--- config.mk ---
export PLATFORM = sky130hd
export DESIGN_NAME = repeat_offender_blacklist_table
export DESIGN_NICKNAME = d
export VERILOG_FILES = /design/src/rtl/core/robt_pkg.sv /design/src/rtl/core/robt_ctrl.sv /design/src/rtl/core/robt_dpath.sv /design/src/rtl/core/repeat_offender_blacklist_table.sv
export VERILOG_INCLUDE_DIRS = /design/src /design/src/rtl/core
export SDC_FILE = /design/constraint.sdc
export NUM_CORES = 1
export LEC_CHECK = 0
export ABC_AREA = 1
export BUFFER_PORTS_ARGS = -buffer_cell sky130_fd_sc_hd__buf_2
export CAP_MARGIN = 10
export CORE_UTILIZATION = 45
export DETAILED_ROUTE_END_ITERATION = 6
export HOLD_SLACK_MARGIN = 0.15
export PLACE_DENSITY = 0.63
export REMOVE_ABC_BUFFERS = 1
export SLEW_MARGIN = 25
export SYNTH_ARGS = -nofsm -noshare
export SYNTH_HDL_FRONTEND = slang
export SYNTH_HIERARCHICAL = 1
export SYNTH_SLANG_ARGS = --single-unit
--- constraint.sdc ---
create_clock -name clk -period 4.3 [get_ports clk]
set_input_delay 1.29 -clock clk [delete_from_list [all_inputs] [get_ports clk]]
set_output_delay 1.29 -clock clk [all_outputs]
set_load 0.1 [all_outputs]
--- src/rtl/core/repeat_offender_blacklist_table_macros.svh ---
// Assertion macros shared by the blacklist table RTL.
`ifndef REPEAT_OFFENDER_BLACKLIST_TABLE_MACROS_SVH
`define REPEAT_OFFENDER_BLACKLIST_TABLE_MACROS_SVH
`ifndef SYNTHESIS
// Same-cycle implication, held off during reset.
`define ROBT_ASSERT_IMP(label, clk, rst_n, ante, cons) \
	label: assert property (@(posedge clk) disable iff (!rst_n) (ante) |-> (cons)) \
		else $error("robt: implication check failed");
// Next-cycle implication, held off during reset.
`define ROBT_ASSERT_NXT(label, clk, rst_n, ante, cons) \
	label: assert property (@(posedge clk) disable iff (!rst_n) (ante) |=> (cons)) \
		else $error("robt: next-cycle check failed");
`else
`define ROBT_ASSERT_IMP(label, clk, rst_n, ante, cons)
`define ROBT_ASSERT_NXT(label, clk, rst_n, ante, cons)
`endif
`endif

--- src/rtl/core/robt_pkg.sv ---
// Shared types and constants of the blacklist table.
`default_nettype none
package robt_pkg;

	localparam int CNT_W   = 8;
	localparam int OP_W    = 2;
	localparam int IN_W    = 24;  // op + key, padded to bytes
	localparam int OUT_W   = 16;  // five result fields, padded to bytes
	localparam int CFG_W   = 8;

	localparam logic [CNT_W-1:0] LIMIT_RESET = 8'd5;
	localparam logic [CNT_W-1:0] CNT_MAX     = 8'hFF;

	localparam logic [OP_W-1:0] OP_CHECK = 2'd0;
	localparam logic [OP_W-1:0] OP_OPEN  = 2'd1;
	localparam logic [OP_W-1:0] OP_CLOSE = 2'd2;

	// controller -> datapath
	typedef struct packed {
		logic clear;   // clearing sweep step
		logic load;    // capture input beat, restart scan
		logic scan;    // read both stores at the scan index
		logic update;  // apply writes, fill result register
	} ctrl_cmd_t;

	// datapath -> controller
	typedef struct packed {
		logic scan_last;  // scan index at last entry
		logic out_free;   // result register can take a new result
	} dp_stat_t;

endpackage
`default_nettype wire

--- src/rtl/core/robt_ctrl.sv ---
// Sequencer for clearing sweep, table scan and update.
`default_nettype none
module robt_ctrl (
	input  wire                  clk,
	input  wire                  arst_n,
	input  wire                  s_tvalid,
	output logic                 s_tready,
	input  robt_pkg::dp_stat_t   stat,
	output robt_pkg::ctrl_cmd_t  cmd
);

	typedef enum logic [4:0] {
		ST_CLEAR  = 5'b00001,
		ST_IDLE   = 5'b00010,
		ST_SCAN   = 5'b00100,
		ST_FLUSH  = 5'b01000,
		ST_UPDATE = 5'b10000
	} state_t;

	state_t state_q, state_d;

	always_comb begin
		state_d = state_q;
		case (state_q)
			ST_CLEAR: begin
				if (stat.scan_last) state_d = ST_IDLE;
			end
			ST_IDLE: begin
				if (s_tvalid) state_d = ST_SCAN;
			end
			ST_SCAN: begin
				if (stat.scan_last) state_d = ST_FLUSH;
			end
			ST_FLUSH: begin
				// last read compares here; wait for the result register
				if (stat.out_free) state_d = ST_UPDATE;
			end
			ST_UPDATE: begin
				state_d = ST_IDLE;
			end
			default: begin
				state_d = ST_IDLE;
			end
		endcase
	end

	always_ff @(posedge clk or negedge arst_n) begin
		if (!arst_n) begin
			state_q <= ST_CLEAR;
		end else begin
			state_q <= state_d;
		end
	end

	assign s_tready   = (state_q == ST_IDLE);
	assign cmd.clear  = (state_q == ST_CLEAR);
	assign cmd.load   = s_tvalid && (state_q == ST_IDLE);
	assign cmd.scan   = (state_q == ST_SCAN);
	assign cmd.update = (state_q == ST_UPDATE);

endmodule
`default_nettype wire

--- src/rtl/core/robt_dpath.sv ---
// Stores, scan compare, update logic and result register.
`default_nettype none
`include "repeat_offender_blacklist_table_macros.svh"
module robt_dpath #(
	parameter int TRACK_ENTRIES = 16,
	parameter int BAN_ENTRIES   = 16,
	parameter int KEY_BITS      = 16
) (
	input  wire                          clk,
	input  wire                          arst_n,
	input  robt_pkg::ctrl_cmd_t          cmd,
	output robt_pkg::dp_stat_t           stat,
	input  wire [robt_pkg::OP_W-1:0]     in_op,
	input  wire [15:0]                   in_key,
	input  wire                          cfg_we,
	input  wire [robt_pkg::CFG_W-1:0]    cfg_wdata,
	output logic                         m_tvalid,
	input  wire                          m_tready,
	output logic [robt_pkg::OUT_W-1:0]   m_tdata
);

	localparam int SCAN_LEN = (TRACK_ENTRIES > BAN_ENTRIES) ? TRACK_ENTRIES : BAN_ENTRIES;
	localparam int IDX_W    = (SCAN_LEN > 1) ? $clog2(SCAN_LEN) : 1;
	localparam int TA_W     = (TRACK_ENTRIES > 1) ? $clog2(TRACK_ENTRIES) : 1;
	localparam int BA_W     = (BAN_ENTRIES > 1) ? $clog2(BAN_ENTRIES) : 1;
	localparam int CW       = robt_pkg::CNT_W;
	localparam int TW       = 1 + CW + KEY_BITS;  // {valid, count, key}
	localparam int BW       = 1 + KEY_BITS;       // {valid, key}
	localparam int PAD_W    = robt_pkg::OUT_W - (CW + 4);

	// stores; reset content comes from the clearing sweep
	logic [TW-1:0] track_mem [TRACK_ENTRIES];
	logic [BW-1:0] ban_mem   [BAN_ENTRIES];

	logic [IDX_W-1:0]          idx_q;
	logic [CW-1:0]             limit_q;
	logic [robt_pkg::OP_W-1:0] op_q;
	logic [KEY_BITS-1:0]       key_q;
	logic [31:0]               key_wide;

	logic          trk_in_rng, ban_in_rng;
	logic          trk_rv_s1, ban_rv_s1;
	logic [IDX_W-1:0] idx_s1;
	logic [TW-1:0] trk_rd_s1;
	logic [BW-1:0] ban_rd_s1;

	logic            hit_q, free_q, ban_hit_q, ban_free_q;
	logic [TA_W-1:0] hit_slot_q, free_slot_q;
	logic [BA_W-1:0] ban_free_slot_q;
	logic [CW-1:0]   cnt_q;

	logic            trk_we, ban_we;
	logic [TA_W-1:0] trk_wa;
	logic [TW-1:0]   trk_wd;
	logic [BW-1:0]   ban_wd;
	logic [CW-1:0]   cnt_inc, cnt_dec, res_cnt;
	logic            res_prom, res_full;

	logic            m_tvalid_q;
	logic            out_bl_q, out_prom_q, out_found_q, out_full_q;
	logic [CW-1:0]   out_cnt_q;

	assign key_wide   = {16'd0, in_key};
	assign trk_in_rng = (32'(idx_q) < 32'(TRACK_ENTRIES));
	assign ban_in_rng = (32'(idx_q) < 32'(BAN_ENTRIES));

	assign stat.scan_last = (idx_q == IDX_W'(SCAN_LEN - 1));
	assign stat.out_free  = !m_tvalid_q || m_tready;

	// scan index, shared by the clearing sweep
	always_ff @(posedge clk or negedge arst_n) begin
		if (!arst_n) begin
			idx_q <= '0;
		end else if (cmd.load) begin
			idx_q <= '0;
		end else if (cmd.clear || cmd.scan) begin
			idx_q <= stat.scan_last ? '0 : idx_q + IDX_W'(1);
		end
	end

	always_ff @(posedge clk or negedge arst_n) begin
		if (!arst_n) begin
			limit_q <= robt_pkg::LIMIT_RESET;
		end else if (cfg_we) begin
			limit_q <= cfg_wdata;
		end
	end

	always_ff @(posedge clk) begin
		if (cmd.load) begin
			op_q  <= in_op;
			key_q <= key_wide[KEY_BITS-1:0];
		end
	end

	// stores: registered read during scan, one write per cycle
	always_ff @(posedge clk) begin
		if (cmd.scan && trk_in_rng) begin
			trk_rd_s1 <= track_mem[idx_q[TA_W-1:0]];
		end
		if (cmd.clear) begin
			if (trk_in_rng) track_mem[idx_q[TA_W-1:0]] <= '0;
		end else if (cmd.update && trk_we) begin
			track_mem[trk_wa] <= trk_wd;
		end
	end

	always_ff @(posedge clk) begin
		if (cmd.scan && ban_in_rng) begin
			ban_rd_s1 <= ban_mem[idx_q[BA_W-1:0]];
		end
		if (cmd.clear) begin
			if (ban_in_rng) ban_mem[idx_q[BA_W-1:0]] <= '0;
		end else if (cmd.update && ban_we) begin
			ban_mem[ban_free_slot_q] <= ban_wd;
		end
	end

	always_ff @(posedge clk or negedge arst_n) begin
		if (!arst_n) begin
			trk_rv_s1 <= 1'b0;
			ban_rv_s1 <= 1'b0;
		end else begin
			trk_rv_s1 <= cmd.scan && trk_in_rng;
			ban_rv_s1 <= cmd.scan && ban_in_rng;
		end
	end

	always_ff @(posedge clk) begin
		idx_s1 <= idx_q;
	end

	// compare stage: first match, lowest free slot
	always_ff @(posedge clk or negedge arst_n) begin
		if (!arst_n) begin
			hit_q      <= 1'b0;
			free_q     <= 1'b0;
			ban_hit_q  <= 1'b0;
			ban_free_q <= 1'b0;
		end else if (cmd.load) begin
			hit_q      <= 1'b0;
			free_q     <= 1'b0;
			ban_hit_q  <= 1'b0;
			ban_free_q <= 1'b0;
		end else begin
			if (trk_rv_s1) begin
				if (trk_rd_s1[TW-1] && (trk_rd_s1[KEY_BITS-1:0] == key_q) && !hit_q) begin
					hit_q <= 1'b1;
				end
				if (!trk_rd_s1[TW-1] && !free_q) begin
					free_q <= 1'b1;
				end
			end
			if (ban_rv_s1) begin
				if (ban_rd_s1[BW-1] && (ban_rd_s1[KEY_BITS-1:0] == key_q)) begin
					ban_hit_q <= 1'b1;
				end
				if (!ban_rd_s1[BW-1] && !ban_free_q) begin
					ban_free_q <= 1'b1;
				end
			end
		end
	end

	always_ff @(posedge clk) begin
		if (trk_rv_s1) begin
			if (trk_rd_s1[TW-1] && (trk_rd_s1[KEY_BITS-1:0] == key_q) && !hit_q) begin
				hit_slot_q <= idx_s1[TA_W-1:0];
				cnt_q      <= trk_rd_s1[TW-2 -: CW];
			end
			if (!trk_rd_s1[TW-1] && !free_q) begin
				free_slot_q <= idx_s1[TA_W-1:0];
			end
		end
		if (ban_rv_s1 && !ban_rd_s1[BW-1] && !ban_free_q) begin
			ban_free_slot_q <= idx_s1[BA_W-1:0];
		end
	end

	assign cnt_inc = (cnt_q == robt_pkg::CNT_MAX) ? cnt_q : cnt_q + CW'(1);
	assign cnt_dec = cnt_q - CW'(1);
	assign ban_wd  = {1'b1, key_q};

	// update decision
	always_comb begin
		trk_we   = 1'b0;
		trk_wa   = hit_slot_q;
		trk_wd   = {1'b1, cnt_inc, key_q};
		ban_we   = 1'b0;
		res_prom = 1'b0;
		res_full = 1'b0;
		res_cnt  = '0;
		case (op_q)
			robt_pkg::OP_OPEN: begin
				if (hit_q) begin
					trk_we  = 1'b1;
					res_cnt = cnt_inc;
					if (cnt_inc > limit_q) begin
						if (ban_hit_q || ban_free_q) begin
							ban_we   = !ban_hit_q;
							trk_wd   = '0;
							res_prom = 1'b1;
							res_cnt  = '0;
						end else begin
							res_full = 1'b1;  // keep the count, retry on a later open
						end
					end
				end else if (free_q) begin
					trk_we = 1'b1;
					trk_wa = free_slot_q;
					trk_wd = {1'b1, {CW{1'b0}}, key_q};
				end else begin
					res_full = 1'b1;
				end
			end
			robt_pkg::OP_CLOSE: begin
				if (hit_q) begin
					trk_we = 1'b1;
					if (cnt_q == '0) begin
						trk_wd = '0;
					end else begin
						trk_wd  = {1'b1, cnt_dec, key_q};
						res_cnt = cnt_dec;
					end
				end
			end
			default: begin
				if (hit_q) res_cnt = cnt_q;
			end
		endcase
	end

	// result register
	always_ff @(posedge clk or negedge arst_n) begin
		if (!arst_n) begin
			m_tvalid_q <= 1'b0;
		end else if (cmd.update) begin
			m_tvalid_q <= 1'b1;
		end else if (m_tready) begin
			m_tvalid_q <= 1'b0;
		end
	end

	always_ff @(posedge clk) begin
		if (cmd.update) begin
			out_bl_q    <= ban_hit_q || ban_we;
			out_prom_q  <= res_prom;
			out_found_q <= hit_q;
			out_cnt_q   <= res_cnt;
			out_full_q  <= res_full;
		end
	end

	assign m_tvalid = m_tvalid_q;
	assign m_tdata  = {{PAD_W{1'b0}}, out_full_q, out_cnt_q, out_found_q, out_prom_q, out_bl_q};

	`ROBT_ASSERT_IMP(a_prom_bans, clk, arst_n, m_tvalid_q && out_prom_q, out_bl_q && out_found_q && !out_full_q && (out_cnt_q == '0))
	`ROBT_ASSERT_IMP(a_miss_zero, clk, arst_n, m_tvalid_q && !out_found_q, (out_cnt_q == '0) && !out_prom_q)
	`ROBT_ASSERT_NXT(a_upd_out, clk, arst_n, cmd.update, m_tvalid_q)

endmodule
`default_nettype wire

--- src/rtl/core/repeat_offender_blacklist_table.sv ---
// Top level of the repeat-offender blacklist table.
`default_nettype none
// Repeat-offender blacklist table. Each input beat carries an op (check, open,
// close) and a client key; each one yields exactly one result beat. Opens
// count per key in a counter table; once a count goes above the limit
// register the key moves to the blacklist, if that has a free slot or
// already holds the key. Both stores are scanned one entry per cycle
// through a single read port each; an item goes through an accept step,
// the scan, a compare step for the last read, which waits for the result
// register to be free, and an update step. One item is worked at a time;
// s_tready is high only between items, and a new item can be accepted
// while the previous result beat is still waiting on m_tready. After reset
// a clearing sweep over max(TRACK_ENTRIES, BAN_ENTRIES) entries empties
// both stores; s_tready stays low for that time, while limit writes on the
// cfg channel are taken at any time (cfg_ready is always high). Change
// limit only while no item is in flight.
module repeat_offender_blacklist_table #(
	parameter int TRACK_ENTRIES = 16,  // counter table slots, 1..1024
	parameter int BAN_ENTRIES   = 16,  // blacklist slots, 1..1024
	parameter int KEY_BITS      = 16   // key bits compared and stored, 1..32
) (
	input  wire                          clk,
	input  wire                          arst_n,
	// input beats
	input  wire                          s_tvalid,
	output logic                         s_tready,
	input  wire [robt_pkg::IN_W-1:0]     s_tdata,   // [1:0] op, [17:2] key, rest zero
	// result beats
	output logic                         m_tvalid,
	input  wire                          m_tready,
	output logic [robt_pkg::OUT_W-1:0]   m_tdata,   // [0] is_blacklisted, [1] promoted,
	                                                // [2] found, [10:3] count_value,
	                                                // [11] table_full, rest zero
	// limit register writes
	input  wire                          cfg_valid,
	output logic                         cfg_ready,
	input  wire [robt_pkg::CFG_W-1:0]    cfg_data   // limit
);

	robt_pkg::ctrl_cmd_t cmd;
	robt_pkg::dp_stat_t  stat;

	assign cfg_ready = 1'b1;

	// sequencer: clear sweep, scan, compare flush, update
	robt_ctrl u_ctrl (
		.clk      (clk),
		.arst_n   (arst_n),
		.s_tvalid (s_tvalid),
		.s_tready (s_tready),
		.stat     (stat),
		.cmd      (cmd)
	);

	// stores, compare, update rules and the result register
	robt_dpath #(
		.TRACK_ENTRIES (TRACK_ENTRIES),
		.BAN_ENTRIES   (BAN_ENTRIES),
		.KEY_BITS      (KEY_BITS)
	) u_dpath (
		.clk       (clk),
		.arst_n    (arst_n),
		.cmd       (cmd),
		.stat      (stat),
		.in_op     (s_tdata[robt_pkg::OP_W-1:0]),
		.in_key    (s_tdata[robt_pkg::OP_W +: 16]),
		.cfg_we    (cfg_valid && cfg_ready),
		.cfg_wdata (cfg_data),
		.m_tvalid  (m_tvalid),
		.m_tready  (m_tready),
		.m_tdata   (m_tdata)
	);

endmodule
`default_nettype wire

* Word level (Yosys, flattened, before mapping) *
Memories as Yosys holds them, arrays and structs flattened. A register that Yosys moved wholly into a read port is not among the register bits.
Index checks and enable logic that the tools add are counted.

cells by class
  add/sub/neg operators = 3
  eq/ne operators = 15
  multiplexer cells = 67
  magnitude comparators = 1
  reductions and logical operators = 39

operators by type and width
  cell                                                                 count
  25-bit two-way mux                                                   6
  8-bit two-way mux                                                    7
  25-bit case mux with 2 select lines                                  1
  1-bit two-way mux                                                    36
  16-bit == test                                                       2
  4-bit two-way mux                                                    8
  25-bit OR reduction                                                  1
  24-bit two-way mux                                                   1
  5-bit two-way mux                                                    4
  5-bit case mux with 4 select lines                                   1
  17-bit two-way mux                                                   1
  17-bit OR reduction                                                  1
  8-bit case mux with 2 select lines                                   1
  2-bit nonzero test                                                   7
  2-bit AND reduction                                                  6
  1-bit logical AND                                                    10
  8-bit by 1-bit adder with 8-bit output (second input constant)       1
  8-bit == test (second input constant)                                1
  8-bit greater-than comparator                                        1
  8-bit zero test                                                      1
  2-bit != test (second input constant)                                4
  8-bit by 1-bit subtractor with 8-bit output (second input constant)  1
  1-bit zero test                                                      7
  5-bit by 1-bit == test with 1-bit output (second input constant)     1
  12 further kinds                                                     15

storage, ports and cells
  register bits = 77
  memories kept = 2
  RAM bits = 672
  output and inout port bits = 19
  word-level logic and storage cells = 148
  input bits = 37

memory list
  name               words  bits a word  rd ports  clocked after memory_dff  write ports  line              source
  u_dpath.track_mem  16     25           1         1                         1            robt_dpath.sv:32  logic [TW-1:0] track_mem [TRACK_ENTRIES];
  u_dpath.ban_mem    16     17           1         1                         1            robt_dpath.sv:33  logic [BW-1:0] ban_mem [BAN_ENTRIES];

* Longest topological paths before layout *
  depth after elaboration = 12
  depth in mapped cells = 22
  mapped depth without buffers = 22

* By module *
Netlist, hierarchy kept.

by module, submodules not included
  module                           times used  area each (um^2)  cells each  sequential area each (um^2)
  robt_dpath                       1           31417.6           2390        23475.0
  robt_ctrl                        1           314.1             46          126.4
  repeat_offender_blacklist_table  1           11.3              2           0.0

* Worst setup path after synthesis *
Ideal clock, no wire load.

  path kind = flip-flop to flip-flop
  from = register u_ctrl.state_q[1]
  to = memory u_dpath/track_mem[1][0] (netlist bit) (enable)
  setup time = 0.407 ns
  period minus slack after synthesis = 3.683 ns
  stages on the path, launching flop included = 12
  data arrival time = 3.277 ns
  required time = 3.893 ns
  buffers on the path = 0
  setup slack = 0.617 ns
  cells stage by stage = dfrtp_1 nor2_2 nand2_1 nor2_1 inv_1 nor3_2 o21ai_2 nor2_8 o21ai_0 o21ai_2 nand3_1 nor2_1

RTL lines
  item                    line              source
  from (decl)             robt_ctrl.sv:20   state_t state_q, state_d;
  from (signal assigned)  robt_ctrl.sv:51   state_q <= state_d;
  to (decl)               robt_dpath.sv:32

* Final worst setup path *
  from = register u_dpath.cnt_q[1]
  to = memory u_dpath/ban_mem[9][7] (netlist bit), data pin

on the way
  longest elaborated chain between the ends = 12
  elaborated cells on any way between the ends = 13
  those cells by class = 1 x add/sub; 1 x order compare; 1 x eq/ne; 8 x mux; 2 x reduce/logical

RTL lines
  item                                                                            line               source
  from (decl)                                                                     robt_dpath.sv:50   logic [CW-1:0] cnt_q;
  from (signal assigned)                                                          robt_dpath.sv:169  cnt_q <= trk_rd_s1[TW-2 -: CW];
  8-bit by 1-bit adder with 8-bit output / 8-bit == test (equally long branches)  robt_dpath.sv:180  assign cnt_inc = (cnt_q == robt_pkg::CNT_MAX) ? cnt_q : cnt_q + CW'(1);
  8-bit two-way mux *                                                             robt_dpath.sv:180
  8-bit greater-than comparator *                                                 robt_dpath.sv:198  if (cnt_inc > limit_q) begin
  1-bit two-way mux *                                                             robt_dpath.sv:198
  1-bit two-way mux *                                                             robt_dpath.sv:195  if (hit_q) begin
  1-bit two-way mux *                                                             robt_dpath.sv:193  case (op_q)
  1-bit logical AND *                                                             robt_dpath.sv:114  end else if (cmd.update && ban_we) begin
  1-bit two-way mux *                                                             robt_dpath.sv:114
  1-bit two-way mux *                                                             robt_dpath.sv:112  if (cmd.clear) begin
  1-bit two-way mux (not written as such) *                                       robt_dpath.sv:115  ban_mem[ban_free_slot_q] <= ban_wd;
  17-bit OR reduction (no source line) *                                          -
  17-bit two-way mux (no source line) *                                           -
  to (decl)                                                                       robt_dpath.sv:33

Mark *: on every way between the ends. The rest lies on a longest branch, timed or not.

==> summary.md <==
| Metric | Value |
|---|---|
| Vertical die dimension | `268 um` |
| Sequential-to-total area share from yosys stat | `74.4%` |
| Final cycle utilization of the critical path | `97.2%` |
| Global-route wire length before repair | `121 mm` |
| Run status | `finished, final reports clean` |
| VDD IR max | `0.361 mV` |
| Total power draw | `18.1 mW` |
| Power per unit of standard cell area | `503 mW/mm^2` |
| Post-placement worst setup slack | `85.8 ps` |
| CTS tree | `yes` |
| Violation count after the first detailed-route iteration | `2358` |
| Placed cell areas | `0.0334 mm^2` |
| Core outline area | `0.0699 mm^2` |
| Number of setup buffers added after CTS | `0` |
| Crit-path cells | `ha_1, nand3_2, nor3_2, nand2_2, nand2_1, xor2_1, inv_1, ha_1, nand2_1, nor2_1, nand2_1, nand2_2, nand3_4, nor2_8, nand3_4, buf_4, nor2_1` |
| Worst hold path class | `reg2reg` |
| Total GRT Usage | `22.9%` |
| Standard cell with the maximum stage delay on the critical path | `nor2_1` |
| Final weighted congestion in routability-driven placement | `0.875` |
| Layout cells sized above 1 | `13.4%` |
| Hold Crit Depth | `0` |
| R2r setup slk | `120 ps` |
| CTS clock-pin slew for the worst setup and hold paths | `60 ps` |
| Number of vias per cell after detailed routing | `5.80` |
| Final hold viol count | `0` |
| Max Buffers Root-to-Sink | `3` |
| Startpoint of the most critical register-to-register path | `u_dpath/cnt_q[1]` |
| Crit path largest cell delay | `800 ps` |
| Crit-path max FO | `18` |
| Clock H-tree levels | `3` |
| Post-synthesis cell count | `2438` |
| Drt pass-1 iters | `6` |
| Min-Delay Startpoint | `u_dpath/trk_rd_s1[16]` |
| Number of clock buffers inserted by TritonCTS | `81` |
| Endpoint kind of the worst setup timing path | `flip-flop` |
| Clock tree skew after final layout | `27.9 ps` |
| PnR worst setup slack | `122 ps` |
| Length in cells of the worst reg-to-reg path | `17` |
| Via count of the first global-routing pass | `19333` |
| Classification of the worst setup path | `reg2reg` |
| Clock root cell | `clkbuf_16` |
| Leakage power | `10.5 nW` |
| Count of different cell masters after synthesis | `46` |
| Max-cap violations | `0` |
| Number of nets at the end of the flow | `2544` |
| End point of the worst hold path | `u_dpath/cnt_q[0]` |
| Final HPWL from detailed placement | `45.4 mm` |
| Count of state elements after synthesis | `791` |
| Final number of max-transition violations | `0` |
| TritonCTS Sinks | `791` |
| Cell area after technology mapping | `0.0317 mm^2` |
| Reg-to-reg critical path endpoint | `u_dpath/ban_mem[9][7]` |
| Final setup TNS | `0 ps` |
| Die width | `268 um` |
| Starting Density | `45.4%` |
| Pin count of the biggest net entering global routing | `172` |
| Minimum period implied by the final worst setup slack | `4180 ps` |
| Data required time of the worst path | `4560 ps` |
| Arrival time of the worst setup path | `4440 ps` |
| Unrepaired setup endpoints after global routing | `yes` |
| N_diodes | `0` |
| DRC violation count after routing | `0` |
| Least-Margin Pin Slew | `1060 ps` |
| Mapped Avg Cell Area | `13.0 um^2` |
| Syn-to-layout area delta | `13.5%` |
| Antenna viol nets, final | `0` |
| Overall die area | `0.0716 mm^2` |
| Number of antenna violations at the first check in global routing | `1` |
| Startpoint types | `flip-flop` |
| Final setup fails | `0` |
| F_max | `239 MHz` |
| Layout fillers | `5827` |
| WL per Instance | `23.3 um` |
| Clk Latency, worst-skew pair | `630 ps` |
| Io pins | `56` |
| Relative slew slack | `29.0%` |
| Total congestion overflow after global routing | `0` |
| Via total after detailed routing | `20270` |
| Most prevalent standard cell on the critical path | `nand2_1` |
| Buffers added on ports | `44` |
| Warnings, synthesis | `6` |
| Floorplan row count | `97` |
| Wirelength, routed | `81.5 mm` |
| Fin area | `0.0360 mm^2` |
-- power breakdown --
part / switching, mW / internal, mW / total (mW)
sequential: 0.244 / 8.63 / 8.87
combinational: 1.86 / 0.483 / 2.34
clock: 2.89 / 4.03 / 6.92
total: 4.99 / 13.1 / 18.1
-- final cells by class --
type	instances	area [um^2]	share of cell area, %
clock buffer	94	2090	5.79
multi-input combinational	1414	7370	20.5
sequential	791	23600	65.5
inverter	85	332	0.920
tap	940	1180	3.26
timing repair buffer	120	932	2.59
clock inverter	53	528	1.47
-- through the flow --
step	hold WS (ps)	util (%)	std cells
6_report	427	51.5	3497
5_1_grt	439	51.5	3497
4_1_cts	425	51.5	3497
3_5_place_dp	411	47.8	3350
3_3_place_gp	407	47.8	3350
2_1_floorplan	400	-	2290
-- worst max-delay path, delay by kind of cell, from the launching register on --
kind | cells | cell delay, ps
xor gates and xnor gates | 1 | 200
DFF | 1 | 390
buffers and inverters | 2 | 380
and+or+nand+nor | 12 | 2350
adders and majority gates | 2 | 490
-- routing by layer --
layer  global-route usage, %  part of all wire (%)  up-vias
met2                    35.5                    46      875
met1                    33.0                    43    10149
met3                    3.45                   8.2      145
met4                    8.02                   2.9        2
li1                        -                     -     9099
met5                       0                0.0098        -
-- Yosys cell counts, drive strengths merged --
cell type  instances  area [um^2]
o21ai            371         1880
dfrtp             20          500
clkbuf            97          364
nand2            203          790
nor2             440         1720
a21o               1         7.51
xor2              15          131
conb               2         7.51
xnor2             13          114
or2                3         18.8
inv               81          307
clkinv             4         15.0
nand3            101          561
o2111ai            3         26.3
edfxtp           764        22900
nor4               4         25.0
o21a               1         7.51
nor3b              1         7.51
o221ai            69          604
o22ai            106          663
nor3              10         60.1
dfstp              3         78.8
buf               54          308
o2bb2ai            1         8.76
mux2               3         33.8
o211ai            16          120
a211o              1         8.76
a21oi             19         98.9
nand4             12         75.1
a31oi              2         12.5
ha                14          175
dfxtp              4         80.1
-- registers in the layout, indices dropped and copies added, names as in the netlist, 5 cells and up --
signal / cells
u_dpath/out_cnt_q: 8
u_dpath/ban_rd_s1: 17
u_ctrl/state_q: 5
u_dpath/track_mem: 400
u_dpath/key_q: 16
u_dpath/trk_rd_s1: 25
u_dpath/ban_mem: 272
u_dpath/cnt_q: 8
u_dpath/limit_q: 8
-- worst max path at each step --
stage / start / to / slack (ps)
after floorplan: u_dpath/idx_q[0] / u_dpath/track_mem[11][0] / -7450
after global placement: u_dpath/cnt_q[1] / u_dpath/ban_mem[4][2] / 270
after detailed placement: u_dpath/cnt_q[1] / u_dpath/ban_mem[1][2] / 90
after CTS: u_dpath/cnt_q[1] / u_dpath/ban_mem[4][2] / 10
after global routing: u_dpath/cnt_q[1] / u_dpath/ban_mem[11][7] / -150
final: u_dpath/cnt_q[1] / u_dpath/ban_mem[9][7] / 120
-- cell usage in the layout (no fill, tap or decap), drive strengths merged, types with 2 or more instances in the layout --
cell	netlist	layout
nor4	4	4
or2	3	3
nand4	12	12
clkinv	4	40
xor2	15	15
mux2	3	3
dfrtp	20	20
dfstp	3	3
clkbuf	97	94
o21ai	371	371
buf	54	120
ha	14	14
xnor2	13	13
inv	81	88
nand2	203	203
nor3	10	10
o22ai	106	106
o2111ai	3	3
a21oi	19	19
nand3	101	101
o211ai	16	16
nor2	440	440
conb	2	5
bufinv	0	9
o221ai	69	69
dfxtp	4	4
a31oi	2	2
edfxtp	764	764
-- logic make-up after synthesis --
family                     synth area share (%)
buffers and inverters                      3.13
adders and majority gates                 0.552
muxes                                     0.106
xor gates and xnor gates                  0.773
AOI/OAI and AO/OA                          10.8
other                                    0.0237
and+or+nand+nor                            10.2
DFF                                        74.4
-- timing repair --
action / in CTS / in global routing
resized for setup: 0 / 0
hold buffers: 0 / 0
setup endpoints to repair: 0 / 32
endpoints found under the hold margin: 0 / 0
Note: power is estimated with default switching activity, not from simulation.
